**config.mk**
```make
export PLATFORM = sky130hd
export DESIGN_NAME = keyboard_matrix_interrupt_ctrl_core_flat
export DESIGN_NICKNAME = d
export VERILOG_FILES = /design/src/hw/rtl/kmic_pkg.sv /design/src/hw/rtl/kmic_channels.sv /design/src/hw/rtl/keyboard_matrix_interrupt_ctrl_core.sv /design/src/flat_wrapper.sv
export SDC_FILE = /design/constraint.sdc
export NUM_CORES = 1
export LEC_CHECK = 0
export ABC_CLOCK_PERIOD_IN_PS = 3450
export BUFFER_PORTS_ARGS = -buffer_cell sky130_fd_sc_hd__buf_2
export CAP_MARGIN = 0
export CORE_MARGIN = 10
export CORE_UTILIZATION = 45
export CTS_CLUSTER_SIZE = 16
export DETAILED_ROUTE_END_ITERATION = 12
export HOLD_SLACK_MARGIN = 0.03
export SYNTH_ARGS = -nofsm -noshare
export SYNTH_HDL_FRONTEND = slang
export SYNTH_SLANG_ARGS = --single-unit
export TNS_END_PERCENT = 1
```
**constraint.sdc**
```tcl
create_clock -name clock -period 3.45 [get_ports clock]
set_input_delay 0.5175 -clock clock [delete_from_list [all_inputs] [get_ports clock]]
set_output_delay 0.5175 -clock clock [all_outputs]
set_load 0.01 [all_outputs]
```
**src/hw/rtl/kmic_pkg.sv**
```systemverilog
// Package of the keyboard matrix and interrupt block: opcode, IRQ action and port constants.
// Depends on nothing; used by the core, the checker and the testbench.
`timescale 1ns / 1ps

package kmic_pkg;

   // Request opcodes.
   typedef enum logic [1:0] {
      OP_PORT_READ   = 2'd0,
      OP_PORT_WRITE  = 2'd1,
      OP_LOAD_COLUMN = 2'd2,
      OP_LINE_CHANGE = 2'd3
   } opcode_type;

   // IRQ actions reported with each response.
   typedef enum logic [1:0] {
      IRQ_NONE   = 2'd0,
      IRQ_ASSERT = 2'd1,
      IRQ_CLEAR  = 2'd2
   } irq_action_type;

   // I/O port addresses (low byte).
   localparam logic [7:0] PortHighNibble = 8'h10;
   localparam logic [7:0] PortLowNibble  = 8'h20;
   localparam logic [7:0] PortModifier   = 8'h40;

   // Upper bits forced high on low-nibble and modifier reads.
   localparam logic [7:0] NibbleFill = 8'hF0;

   // Column roles.
   localparam logic [7:0] ReadableColumns = 8'd10;
   localparam int         ModColumn       = 10;
   localparam logic [7:0] ScanColumn      = 8'h0F;
   localparam int         ScanOrColumns   = 9;

endpackage

```
**src/hw/rtl/kmic_channels.sv**
```systemverilog
// Valid/ready channel interfaces for requests and responses of the keyboard matrix block.
// Depends on nothing beyond plain logic types.
`timescale 1ns / 1ps

interface kmic_req_if;
   logic       valid;
   logic       ready;
   logic [1:0] opcode;
   logic [7:0] port;
   logic [7:0] data;
   logic [3:0] column_index;
   logic       line_level;

   modport source (output valid, opcode, port, data, column_index, line_level, input ready);
   modport sink   (input valid, opcode, port, data, column_index, line_level, output ready);
endinterface

interface kmic_rsp_if;
   logic       valid;
   logic       ready;
   logic [7:0] read_data;
   logic [1:0] irq_action;
   logic       nmi_pulse;
   logic       sound_write;
   logic [7:0] sound_data;

   modport source (output valid, read_data, irq_action, nmi_pulse, sound_write, sound_data,
                   input ready);
   modport sink   (input valid, read_data, irq_action, nmi_pulse, sound_write, sound_data,
                   output ready);
endinterface

```
**src/hw/rtl/keyboard_matrix_interrupt_ctrl_core.sv**
```systemverilog
// Keyboard matrix and interrupt glue: one response per request, in the next cycle.
// One request per cycle unless a response stalls; the response register is the only
// pipeline stage, and a new request is taken whenever that register is empty or draining.
// Synchronous active-high reset clears the key matrix, the selected column, the last line
// level, the last key OR and the response valid flag.
// Depends on kmic_pkg and the interfaces in kmic_channels.sv.
`timescale 1ns / 1ps

module keyboard_matrix_interrupt_ctrl_core #(
   parameter int MATRIX_COLUMNS = 11
) (
   input  logic              clock,
   input  logic              reset,
   kmic_req_if.sink          req_ch,
   kmic_rsp_if.source        rsp_ch
);

   localparam int ColIdxW = $clog2(MATRIX_COLUMNS);

   // Architectural state.
   logic [7:0] key_matrix_ff [MATRIX_COLUMNS];
   logic [7:0] selected_column_ff;
   logic       last_line_level_ff;
   logic [7:0] last_key_or_ff;

   // Response register.
   logic       rsp_valid_ff;
   logic [7:0] read_data_ff,   read_data_in;
   logic [1:0] irq_action_ff,  irq_action_in;
   logic       nmi_pulse_ff,   nmi_pulse_in;
   logic       sound_write_ff, sound_write_in;
   logic [7:0] sound_data_ff,  sound_data_in;

   logic [7:0] selected_column_in;
   logic       last_line_level_in;
   logic [7:0] last_key_or_in;
   logic       load_column;

   logic       accept;
   logic       sel_readable;
   logic [7:0] sel_keys;
   logic [7:0] key_or;
   kmic_pkg::opcode_type opcode;

   // A request is taken when the response register is free or drains this cycle.
   assign req_ch.ready = ~rsp_valid_ff | rsp_ch.ready;
   assign accept       = req_ch.valid & req_ch.ready;
   assign opcode       = kmic_pkg::opcode_type'(req_ch.opcode);

   // Column selected for key reads; only columns below ten are readable.
   assign sel_readable = selected_column_ff < kmic_pkg::ReadableColumns;
   assign sel_keys     = key_matrix_ff[selected_column_ff[ColIdxW-1:0]];

   // OR of the scanned columns, used for key-change IRQ detection.
   always_comb begin
      key_or = '0;
      for (int i = 0; i < kmic_pkg::ScanOrColumns; i++) begin
         key_or = key_or | key_matrix_ff[i];
      end
   end

   // Response fields and state updates for the current request.
   always_comb begin
      read_data_in       = '0;
      irq_action_in      = kmic_pkg::IRQ_NONE;
      nmi_pulse_in       = 1'b0;
      sound_write_in     = 1'b0;
      sound_data_in      = '0;
      selected_column_in = selected_column_ff;
      last_line_level_in = last_line_level_ff;
      last_key_or_in     = last_key_or_ff;
      load_column        = 1'b0;

      unique case (opcode)
         kmic_pkg::OP_PORT_READ: begin
            unique case (req_ch.port)
               kmic_pkg::PortHighNibble: begin
                  read_data_in = sel_readable ? {4'h0, sel_keys[7:4]} : 8'h00;
               end
               kmic_pkg::PortLowNibble: begin
                  read_data_in = sel_readable ? (kmic_pkg::NibbleFill | {4'h0, sel_keys[3:0]})
                                              : kmic_pkg::NibbleFill;
               end
               kmic_pkg::PortModifier: begin
                  read_data_in = kmic_pkg::NibbleFill
                               | {4'h0, key_matrix_ff[kmic_pkg::ModColumn][3:0]};
               end
               default: begin
                  read_data_in = '0;
               end
            endcase
         end
         kmic_pkg::OP_PORT_WRITE: begin
            unique case (req_ch.port)
               kmic_pkg::PortLowNibble: begin
                  selected_column_in = req_ch.data;
                  irq_action_in      = kmic_pkg::IRQ_CLEAR;
               end
               kmic_pkg::PortModifier: begin
                  sound_write_in = 1'b1;
                  sound_data_in  = req_ch.data;
               end
               default: begin
                  sound_write_in = 1'b0;
               end
            endcase
         end
         kmic_pkg::OP_LOAD_COLUMN: begin
            load_column = {1'b0, req_ch.column_index} < 5'(MATRIX_COLUMNS);
         end
         kmic_pkg::OP_LINE_CHANGE: begin
            nmi_pulse_in       = req_ch.line_level & ~last_line_level_ff;
            last_line_level_in = req_ch.line_level;
            if (selected_column_ff == kmic_pkg::ScanColumn) begin
               if ((key_or != 8'h00) && (key_or != last_key_or_ff)) begin
                  irq_action_in = kmic_pkg::IRQ_ASSERT;
               end
               last_key_or_in = key_or;
            end
         end
         default: begin
            load_column = 1'b0;
         end
      endcase
   end

   // State registers, updated only on accepted requests.
   always_ff @(posedge clock) begin
      if (reset) begin
         for (int i = 0; i < MATRIX_COLUMNS; i++) begin
            key_matrix_ff[i] <= '0;
         end
         selected_column_ff <= '0;
         last_line_level_ff <= 1'b0;
         last_key_or_ff     <= '0;
      end else if (accept) begin
         if (load_column) begin
            key_matrix_ff[req_ch.column_index[ColIdxW-1:0]] <= req_ch.data;
         end
         selected_column_ff <= selected_column_in;
         last_line_level_ff <= last_line_level_in;
         last_key_or_ff     <= last_key_or_in;
      end
   end

   // Response valid flag.
   always_ff @(posedge clock) begin
      if (reset) begin
         rsp_valid_ff <= 1'b0;
      end else if (accept) begin
         rsp_valid_ff <= 1'b1;
      end else if (rsp_ch.ready) begin
         rsp_valid_ff <= 1'b0;
      end
   end

   // Response payload, loaded with each accepted request.
   always_ff @(posedge clock) begin
      if (accept) begin
         read_data_ff   <= read_data_in;
         irq_action_ff  <= irq_action_in;
         nmi_pulse_ff   <= nmi_pulse_in;
         sound_write_ff <= sound_write_in;
         sound_data_ff  <= sound_data_in;
      end
   end

   assign rsp_ch.valid       = rsp_valid_ff;
   assign rsp_ch.read_data   = read_data_ff;
   assign rsp_ch.irq_action  = irq_action_ff;
   assign rsp_ch.nmi_pulse   = nmi_pulse_ff;
   assign rsp_ch.sound_write = sound_write_ff;
   assign rsp_ch.sound_data  = sound_data_ff;

endmodule

```
**src/flat_wrapper.sv**
```systemverilog
// flat-port wrapper written by rule: the top's interface ports become plain ports
module keyboard_matrix_interrupt_ctrl_core_flat 
#(
   parameter int MATRIX_COLUMNS = 11
)
  (clock, reset, req_ch_valid, req_ch_opcode, req_ch_port, req_ch_data, req_ch_column_index, req_ch_line_level, req_ch_ready, rsp_ch_valid, rsp_ch_read_data, rsp_ch_irq_action, rsp_ch_nmi_pulse, rsp_ch_sound_write, rsp_ch_sound_data, rsp_ch_ready);
  kmic_req_if req_ch_i ();
  kmic_rsp_if rsp_ch_i ();
  input  logic clock;
  input  logic reset;
  input wire logic [$bits(req_ch_i.valid)-1:0] req_ch_valid;
  input wire logic [$bits(req_ch_i.opcode)-1:0] req_ch_opcode;
  input wire logic [$bits(req_ch_i.port)-1:0] req_ch_port;
  input wire logic [$bits(req_ch_i.data)-1:0] req_ch_data;
  input wire logic [$bits(req_ch_i.column_index)-1:0] req_ch_column_index;
  input wire logic [$bits(req_ch_i.line_level)-1:0] req_ch_line_level;
  output wire logic [$bits(req_ch_i.ready)-1:0] req_ch_ready;
  output wire logic [$bits(rsp_ch_i.valid)-1:0] rsp_ch_valid;
  output wire logic [$bits(rsp_ch_i.read_data)-1:0] rsp_ch_read_data;
  output wire logic [$bits(rsp_ch_i.irq_action)-1:0] rsp_ch_irq_action;
  output wire logic [$bits(rsp_ch_i.nmi_pulse)-1:0] rsp_ch_nmi_pulse;
  output wire logic [$bits(rsp_ch_i.sound_write)-1:0] rsp_ch_sound_write;
  output wire logic [$bits(rsp_ch_i.sound_data)-1:0] rsp_ch_sound_data;
  input wire logic [$bits(rsp_ch_i.ready)-1:0] rsp_ch_ready;
  assign req_ch_i.valid = req_ch_valid;
  assign req_ch_i.opcode = req_ch_opcode;
  assign req_ch_i.port = req_ch_port;
  assign req_ch_i.data = req_ch_data;
  assign req_ch_i.column_index = req_ch_column_index;
  assign req_ch_i.line_level = req_ch_line_level;
  assign req_ch_ready = req_ch_i.ready;
  assign rsp_ch_valid = rsp_ch_i.valid;
  assign rsp_ch_read_data = rsp_ch_i.read_data;
  assign rsp_ch_irq_action = rsp_ch_i.irq_action;
  assign rsp_ch_nmi_pulse = rsp_ch_i.nmi_pulse;
  assign rsp_ch_sound_write = rsp_ch_i.sound_write;
  assign rsp_ch_sound_data = rsp_ch_i.sound_data;
  assign rsp_ch_i.ready = rsp_ch_ready;
  keyboard_matrix_interrupt_ctrl_core #(.MATRIX_COLUMNS(MATRIX_COLUMNS)) u_core (.clock(clock), .reset(reset), .req_ch(req_ch_i), .rsp_ch(rsp_ch_i));
endmodule
```
# Yosys cells after proc, flatten, opt, wreduce, memory -nomap -nowiden

Memory sizes are Yosys's and may differ from the RTL's. A register that Yosys moved wholly into a read port is not among the register bits.
Cells that the tools add are included.

Word-level logic and storage cells: 64
RAM bits: 88
Input bits: 27
Memories kept: 1
Latch bits: 0
Bits in read-only memories: 0
Output and inout port bits: 22
Register bits: 38

Order comparisons: 2
Shift operators: 0
Divide/modulo/power cells: 0
Multiplexer cells: 22
Multiply operators: 0
Reductions and logical operators: 9
Add/sub/neg operators: 0
Eq/ne operators: 8
Bitwise operators: 13

Memory list:

| memory               | words | bits a word | rd ports | clocked after memory_dff | write ports | RTL line                                  | RTL |
|---|---|---|---|---|---|---|---|
| u_core.key_matrix_ff | 11    | 8           | 11       | 1                        | 11          | keyboard_matrix_interrupt_ctrl_core.sv:21 | `logic [7:0] key_matrix_ff [MATRIX_COLUMNS];` |

Operators by type and width:

| cell                                                                 | number |
|---|---|
| 8-bit bitwise OR                                                     | 8 |
| 8-bit one-hot mux with 3 select lines                                | 1 |
| 4-bit 2-to-1 mux                                                     | 5 |
| 1-bit 2-to-1 mux                                                     | 12 |
| 8-bit by 4-bit == test with 1-bit output, second input constant      | 1 |
| 8-bit by 5-bit == test with 1-bit output, second input constant      | 1 |
| 8-bit by 6-bit == test with 1-bit output, second input constant      | 1 |
| 8-bit by 7-bit == test with 1-bit output, second input constant      | 1 |
| 8-bit by 4-bit < comparator with 1-bit output, second input constant | 1 |
| 8-bit 2-to-1 mux                                                     | 1 |
| 8-bit inequality test                                                | 1 |
| 8-bit nonzero test                                                   | 1 |
| 8-bit OR reduction                                                   | 1 |
| 3-bit AND reduction                                                  | 2 |
| 2-bit == test, second input constant                                 | 2 |
| 4-bit < comparator, second input constant                            | 1 |
| 2-bit 2-to-1 mux                                                     | 2 |
| 2-bit one-hot mux with 2 select lines                                | 1 |
| 2-bit AND reduction                                                  | 2 |
| 1-bit bitwise AND                                                    | 2 |
| 2-bit by 1-bit == test with 1-bit output, second input constant      | 1 |
| 2-bit zero test                                                      | 1 |
| 1-bit inverter                                                       | 2 |
| 2-bit nonzero test                                                   | 1 |
| other kinds (2)                                                      | 2 |

# Depth between registers and ports, before layout

Gate-level depths: netlist of the first run.
An unclocked memory read counts as a cell.

Depth in word-level cells: 14
Mapped depth: 8
Gate-level depth less buffers: 5

# Least setup slack after synthesis of the first run

No wires, ideal clock.

Path type: input to register
From: in req_ch_column_index[0]
To: mem u_core.key_matrix_ff[1][0] (enable)
Data required time: 3.116 ns
Path slack: 1.209 ns
Library setup time: 0.334 ns
Buffers on the path: 2
Cell stages on the path: 7
Data arrival time: 1.907 ns
Cells stage by stage: clkbuf_1 > a21oi_1 > o2111ai_1 > nor2_1 > buf_2 > nand4b_1 > nand2b_1

RTL lines:

| element         | RTL line                                  | RTL |
|---|---|---|
| start, declared | flat_wrapper.sv:15                        | `input wire logic [$bits(req_ch_i.column_index)-1:0] req_ch_column_index;` |
| end, declared   | keyboard_matrix_interrupt_ctrl_core.sv:21 |  |

==> results of run 1 <==
==> metal layers <==
layer  share of wire (%)  vias to the layer above  track usage [%]
met3                 8.4                       31            4.823
met1                  42                     2401            22.31
met4                 2.0                        0            5.748
met5                   0                        -                0
met2                  48                      249            28.18
li1                    -                     2143                -
==> stage by stage <==
stage | utilization, % | std cells | instance area, µm²
2_1_floorplan | - | 575 | 7501
3_3_place_gp | 50.05 | 824 | 7980
3_5_place_dp | 50.05 | 824 | 7980
4_1_cts | 53.53 | 856 | 8534
5_1_grt | 53.53 | 856 | 8534
6_report | 53.53 | 856 | 8534
==> logic make-up after synthesis <==
kind of cell / share of synthesized area (%)
other: 0.05099
DFF: 64.10
xor gates and xnor gates: 0.9527
muxes: 13.61
buffers and inverters: 2.756
and+or+nand+nor: 15.67
AOI/OAI and AO/OA: 2.858
==> power breakdown <==
part           internal [mW]  switching [mW]
Sequential              2.23          0.0252
Combinational         0.0533           0.111
Clock                   1.00           0.770
==> sequential cells by signal, summed over array words and instances, names as in the netlist, named ones only <==
signal,flops
u_core.rsp_ch.valid,1
u_core.selected_column_ff,8
u_core.rsp_ch.sound_write,1
u_core.rsp_ch.irq_action,2
u_core.last_key_or_ff,8
u_core.last_line_level_ff,1
u_core.key_matrix_ff,128
u_core.rsp_ch.read_data,5
u_core.rsp_ch.nmi_pulse,1
u_core.rsp_ch.sound_data,8
==> worst max-delay path: stages (launching register included) <==
cell and delay, ns:
dfxtp_1 0.76, mux4_2 0.62, a221o_1 0.37, a2111oi_0 0.62
o21ai_1 0.14
==> final cells by class <==
| class | count | area (µm²) | area share, % |
|---|---|---|---|
| repair buffers | 62 | 357.8 | 4.193 |
| well taps | 216 | 270.3 | 3.167 |
| clock buffers | 22 | 485.5 | 5.688 |
| clock inverters | 10 | 68.82 | 0.8063 |
| multi-input cells | 365 | 2584 | 30.27 |
| inverters | 14 | 52.55 | 0.6157 |
| flip-flops and latches | 167 | 4716 | 55.26 |
==> layout by cell type, fill, tap and decap left out, types with 2 or more instances in the layout <==
cell type  netlist  layout
edfxtp_1       137     137
nor2_1          95      95
buf_2           12      48
conb_1           1      40
nand2_1         32      32
mux4_2          32      32
dfxtp_1         30      29
mux2i_1         28      28
nand2b_1        20      20
clkbuf_16        0      18
nor4_1          13      13
buf_4            5      13
nor3_1          12      12
nand3_1         12      12
inv_2           10      10
and2_1           9       9
a21oi_1          8       8
xor2_1           8       8
nor2_2           7       7
o21ai_1          5       5
nand4_1          5       5
inv_1            4       4
and3_1           4       4
clkinv_4         0       4
nor4b_1          3       3
o2111ai_1        2       2
nor4_4           2       2
nor4b_2          2       2
or4_1            2       2
nand4b_1         2       2
nor3b_1          2       2
a2111oi_0        2       2
o21ai_0          2       2
clkbuf_8         0       2
clkbuf_1         8       2
clkinv_2         0       2
inv_4            0       2
==> worst max-delay path by stage <==
stage	slack, ns	end	cells after the start
6_report	0.67	u_core.rsp_ch.read_data[0]	4
5_1_grt	0.50	u_core.rsp_ch.read_data[2]	5
4_1_cts	0.72	u_core.rsp_ch.read_data[2]	5
3_5_place_dp	0.72	u_core.rsp_ch.read_data[0]	4
3_3_place_gp	0.68	u_core.rsp_ch.read_data[2]	5
2_1_floorplan	1.21	u_core.key_matrix_ff[1][0]	7
==> results.yml, run 1 <==
logic_synthesis:
  ys.flop_type: "edfxtp_1"
  ys_warn_count: 0
  async_reset_ff_share_pct: 0
  synth-edff-count: 137
  ys_ff_latch: 167
  yosysTopAreaCellShare_pct: 55.94
  ys_types: 50
  seq_area_frac_synth_pct: 64.10
  yosys-top-cells-area: "edfxtp_1, mux4_2, dfxtp_1"
  synthCells: 536
  synth.largest_area_cell: "edfxtp_1"
  synth_area_per_cell_um2: 13.72
  yosysMostFrequentCell: "edfxtp_1"
  syn_area_mm2: 0.007355
  ys_top_cells_by_count: "edfxtp_1, nor2_1, mux4_2, nand2_1, dfxtp_1"
hold_path:
  min_from: "req_ch_valid"
  hold_path.class: "in -> reg"
  whs_path_depth: 3
  min_to: "u_core.rsp_ch.valid"
floorplan:
  core_mm2: 0.01594
  initial_utilization_pct: 46.13
  ios: 49
  die_h_um: 147.8
  row_count: 46
  die_area_mm2: 0.02186
  fp.dieW_um: 147.8
setup_path:
  crit_required_ns: 3.61
  r2r-end: "u_core.rsp_ch.read_data[0]"
  crit_path_start_kind: "flop"
  criticalPathCategory: "reg -> reg"
  setup.worst_path.end_class: "flop"
  crit_fanout: 12
  r2r_cells: 4
  rrSetupSlack_ns: 0.67
  arrival_ns: 2.94
clocking:
  cts_inserted_buffers: 17
  cts_setup_buffers: 0
  htree_levels: 4
  clockBufferDepth: 2
  cts_tree: "built"
  clk_latency_ns: 0.43
  clk_pin_slew_ns: 0.07
  root_buffer: "clkbuf_16"
  ctsHoldBuffers: 0
  ctsResizeCount: 0
  clock-sinks: 167
detailed_routing:
  ant_nets: 0
  drt_wl_total_um: 18750
  drt_iter0_drc: 568
  vias_per_cell: 5.636
  vias: 4824
  wl_per_cell_um: 21.90
  drc: 0
  dr.pass1.iters: 5
pwr:
  peakVddDrop_mv: 0.3933
  p_per_area_mw_per_mm2: 490.8
  power_mw: 4.189
  p_leak_nw: 3.084
global_route:
  grt_pass1_wl_um: 28700
  grt_pass1_vias: 4820
  grt.total_usage_pct: 17.47
  grt_overflow: 0
  grt_max_degree: 40
  antenna_found_initial: 0
outcome:
  outcome: "finished, final reports clean"
sta:
  max_freq_mhz: 359.6
  min_period_ns: 2.781
  post-route-period-util_pct: 80.61
  relSlewSlack_pct: 35.41
  setup_viol: 0
  finalMaxSlewViolations: 0
  setup_ws_ns: 0.6691
  worstMarginPinSlew_ns: 0.9676
  rsz0062_at_grt: "false"
  hold_viol_final: 0
  holdWs_ns: 0.3604
  fin_tns_setup_ns: 0
  finalClockSkew_ns: 0.009686
final_layout:
  antenna_cells: 0
  fill_cells: 1380
  drive_above_1_share_pct: 23.28
  nets: 654
  area_delta_synth_final_pct: 16.04
placed_design:
  dpl.hpwl_um: 13700
  port_buffers: 48
  place.gp.congestion: 0.9021
  place_ws_ns: 0.7194
job:
  cap_violations: 0
(Power assumes the default switching activity.)
==> inputs of run 2 (changes only) <==
ABC_AREA = 1   (was not set)
ABC_CLOCK_PERIOD_IN_PS = 2900   (was 3450)
clock period = 2.9 ns   (was 3.45 ns; I/O delays follow)
==> run 2 against run 1 <==
Effect of this change:
- setup slack improved by 0.12 ns
- worst hold slack got worse by 0.069 ns
- total power is 24% higher
- via count up 21%
- sequential share of layout area down 2.2 points
- synthesized cell count grew 56%
- register-to-register slack improved by 0.12 ns
- non-clock buffer count rose by 3
- wire length up 7.0%
- first-iteration DRC count rose by 5.1%
- utilization is 0.12 points lower
- clock skew is 0.0010 ns higher
==> results.yml, run 2 <==
clocking:
  htree_levels: 4
  ctsHoldBuffers: 0
  cts_setup_buffers: 0
  clk_pin_slew_ns: 0.07
  ctsResizeCount: 0
  clockBufferDepth: 2
  clock-sinks: 167
  root_buffer: "clkbuf_16"
  cts_inserted_buffers: 17
  clk_latency_ns: 0.42
  cts_tree: "built"
logic_synthesis:
  synth_xor_area_share_pct: 0.5728
  ys_warn_count: 0
  synth-edff-count: 137
  ys_ff_latch: 167
  syn_area_mm2: 0.007645
  synth.largest_area_cell: "edfxtp_1"
  synth_area_per_cell_um2: 9.155
  muxShareOfSynthArea_pct: 0
  yosysTopAreaCellShare_pct: 53.81
  synth_top_family_by_area: "simple AND/OR/NAND/NOR gates"
  async_reset_ff_share_pct: 0
  synth_compound_area_share_pct: 4.861
  yosys-top-cells-area: "edfxtp_1, nand2_1, dfxtp_1"
  ys.flop_type: "edfxtp_1"
  synthAdderAreaFrac_pct: 0
  ys_top_cells_by_count: "nand2_1, nor2_1, edfxtp_1"
  yosys.area_share.simple_pct: 27.56
  synthCells: 835
  yosysMostFrequentCell: "nand2_1"
  ys_types: 33
  seq_area_frac_synth_pct: 61.67
setup_path:
  setup.worst_path.end_class: "flop"
  cp_num_cells: 11
  r2r-end: "u_core.rsp_ch.read_data[3]"
  critPathMaxStageDelay_ns: 0.56
  arrival_ns: 2.40
  slowest_stage: "buf_4"
  critPathTopFamily: "simple AND/OR/NAND/NOR gates"
  r2r_cells: 11
  crit_buf_inv: 2
  rrSetupSlack_ns: 0.79
  criticalPathCategory: "reg -> reg"
  critical_path.cell_chain: "buf_4 -> nand2_1 -> nand3_1 -> nand2_1 -> nand2_1 -> nand2_1 -> o21ai_0 -> nand3_1 -> nand3_1 -> nand2_1 -> inv_1"
  crit_path_start_kind: "flop"
  crit_required_ns: 3.19
  cpMostUsedCell: "nand2_1"
  crit_fanout: 64
sta:
  finalMaxSlewViolations: 0
  hold_viol_final: 0
  max_freq_mhz: 474.5
  finalClockSkew_ns: 0.01069
  fin_tns_setup_ns: 0
  relSlewSlack_pct: 53.24
  rsz0062_at_grt: "false"
  min_period_ns: 2.107
  worstMarginPinSlew_ns: 0.7014
  setup_viol: 0
  post-route-period-util_pct: 72.67
floorplan:
  die_area_mm2: 0.02260
  fp.dieW_um: 150.3
  row_count: 47
  ios: 49
  initial_utilization_pct: 45.94
  die_h_um: 150.3
  core_mm2: 0.01664
final_layout:
  largest_reg_flops: 128
  nets: 949
  final_cells: 1155
  fin_util_pct: 53.41
  final_common_cell: "nand2_1"
  final_cell_mix: "nand2_1, nor2_1, edfxtp_1, nand3_1, inv_1"
  regMostFlops: "u_core.key_matrix_ff"
  antenna_cells: 0
  drive_above_1_share_pct: 14.22
  area_delta_synth_final_pct: 16.27
hold_path:
  min_from: "rsp_ch_ready"
  hold_path.class: "in -> reg"
  whs_path_depth: 4
  min_to: "u_core.rsp_ch.valid"
detailed_routing:
  drt_wl_total_um: 20050
  vias_per_cell: 5.072
  vias: 5858
  wl_per_cell_um: 17.36
  dr.pass1.iters: 6
  ant_nets: 0
  drc: 0
  drt_iter0_drc: 597
pwr:
  p_seq_share_pct: 51.9
  peakVddDrop_mv: 0.4671
  p_leak_nw: 3.583
  p_per_area_mw_per_mm2: 582.7
  power_frac_comb_pct: 4.1
  p_sw_mw: 1.126
  swShare_pct: 21.75
  p_clk_share_pct: 43.9
  p_int_mw: 4.053
global_route:
  antenna_found_initial: 0
  grt_max_degree: 65
  grt.total_usage_pct: 18.11
  grt_overflow: 0
  grt_pass1_wl_um: 30770
  grt_pass1_vias: 5474
placed_design:
  dpl.hpwl_um: 13860
  port_buffers: 48
  place.gp.congestion: 0.9050
  dp.cells: 1123
job:
  cap_violations: 0
outcome:
  outcome: "finished, final reports clean"
run 2: cell count changes after synthesis, moves of 20 or more:
cell	before	now
nand2_1	32	232
mux4_2	32	0
inv_1	4	49
mux2i_1	28	0
a21oi_1	8	31
nor2_1	95	141
nand3_1	12	98
o21ai_0	2	22
nand2b_1	20	0
run 2: power groups by stage:
stage / Sequential (mW) / Combinational (mW) / Clock (mW)
2_1_floorplan: 2.74 / 0.120 / 0
3_3_place_gp: 2.74 / 0.212 / 0
3_5_place_dp: 2.74 / 0.212 / 0
4_1_cts: 2.69 / 0.214 / 2.30
5_1_grt: 2.69 / 0.240 / 2.40
6_report: 2.69 / 0.214 / 2.28
run 2: area by class of cell:
class,count,area (µm²)
Fill cell,1539,7754
Timing Repair Buffer,65,380.4
Clock buffer,22,539.3
Clock inverter,10,76.32
Inverter,61,229.0
Sequential cell,167,4716
Multi-Input combinational cell,610,2673
Tap cell,220,275.3
run 2: cell families (layout without fill, tap and decap cells):
family	after synthesis	after routing
and+or+nand+nor	499	499
DFF	167	167
buffers and inverters	97	158
AOI/OAI and AO/OA	66	66
xor gates and xnor gates	5	5
other	1	40
run 2: through the flow:
stage                     setup WS [ns]  total power [mW]  area [µm²]  hold WS, ns
final                            0.7927             5.179        8889       0.2912
after global routing             0.5639             5.337        8889       0.2976
after CTS                        0.8049             5.204        8889       0.2791
after detailed placement         0.5449             2.952        8273       0.4467
after global placement           0.5865             2.950        8273       0.4413
after floorplan                  0.9713             2.856        7791       0.4291
run 2: metal layers:
layer	track usage, %	vias to the layer above	routed length [µm]
li1	-	2900	-
met1	24.14	2704	8901
met2	28.46	219	9214
met3	3.932	35	1484
met4	6.560	0	451
met5	0	-	0
run 2: worst max path at each step:
stage | endpoint | from | slack, ns
after global routing | u_core.key_matrix_ff[1][2] | u_core.rsp_ch.valid | 0.56
after detailed placement | u_core.key_matrix_ff[0][1] | req_ch_opcode[0] | 0.54
after global placement | u_core.key_matrix_ff[0][1] | req_ch_opcode[0] | 0.59
after CTS | u_core.key_matrix_ff[0][5] | u_core.rsp_ch.valid | 0.80
after floorplan | u_core.key_matrix_ff[4][0] | rsp_ch_ready | 0.97
final | u_core.rsp_ch.read_data[3] | flop | 0.79
run 2: worst reg2reg max path: cells and delay by family (launching register included):
family | cells | cell delay, ns
AND/OR/NAND/NOR | 8 | 0.68
AO/OA/AOI/OAI | 1 | 0.33
buffers and inverters | 2 | 0.63
flip-flops | 1 | 0.33
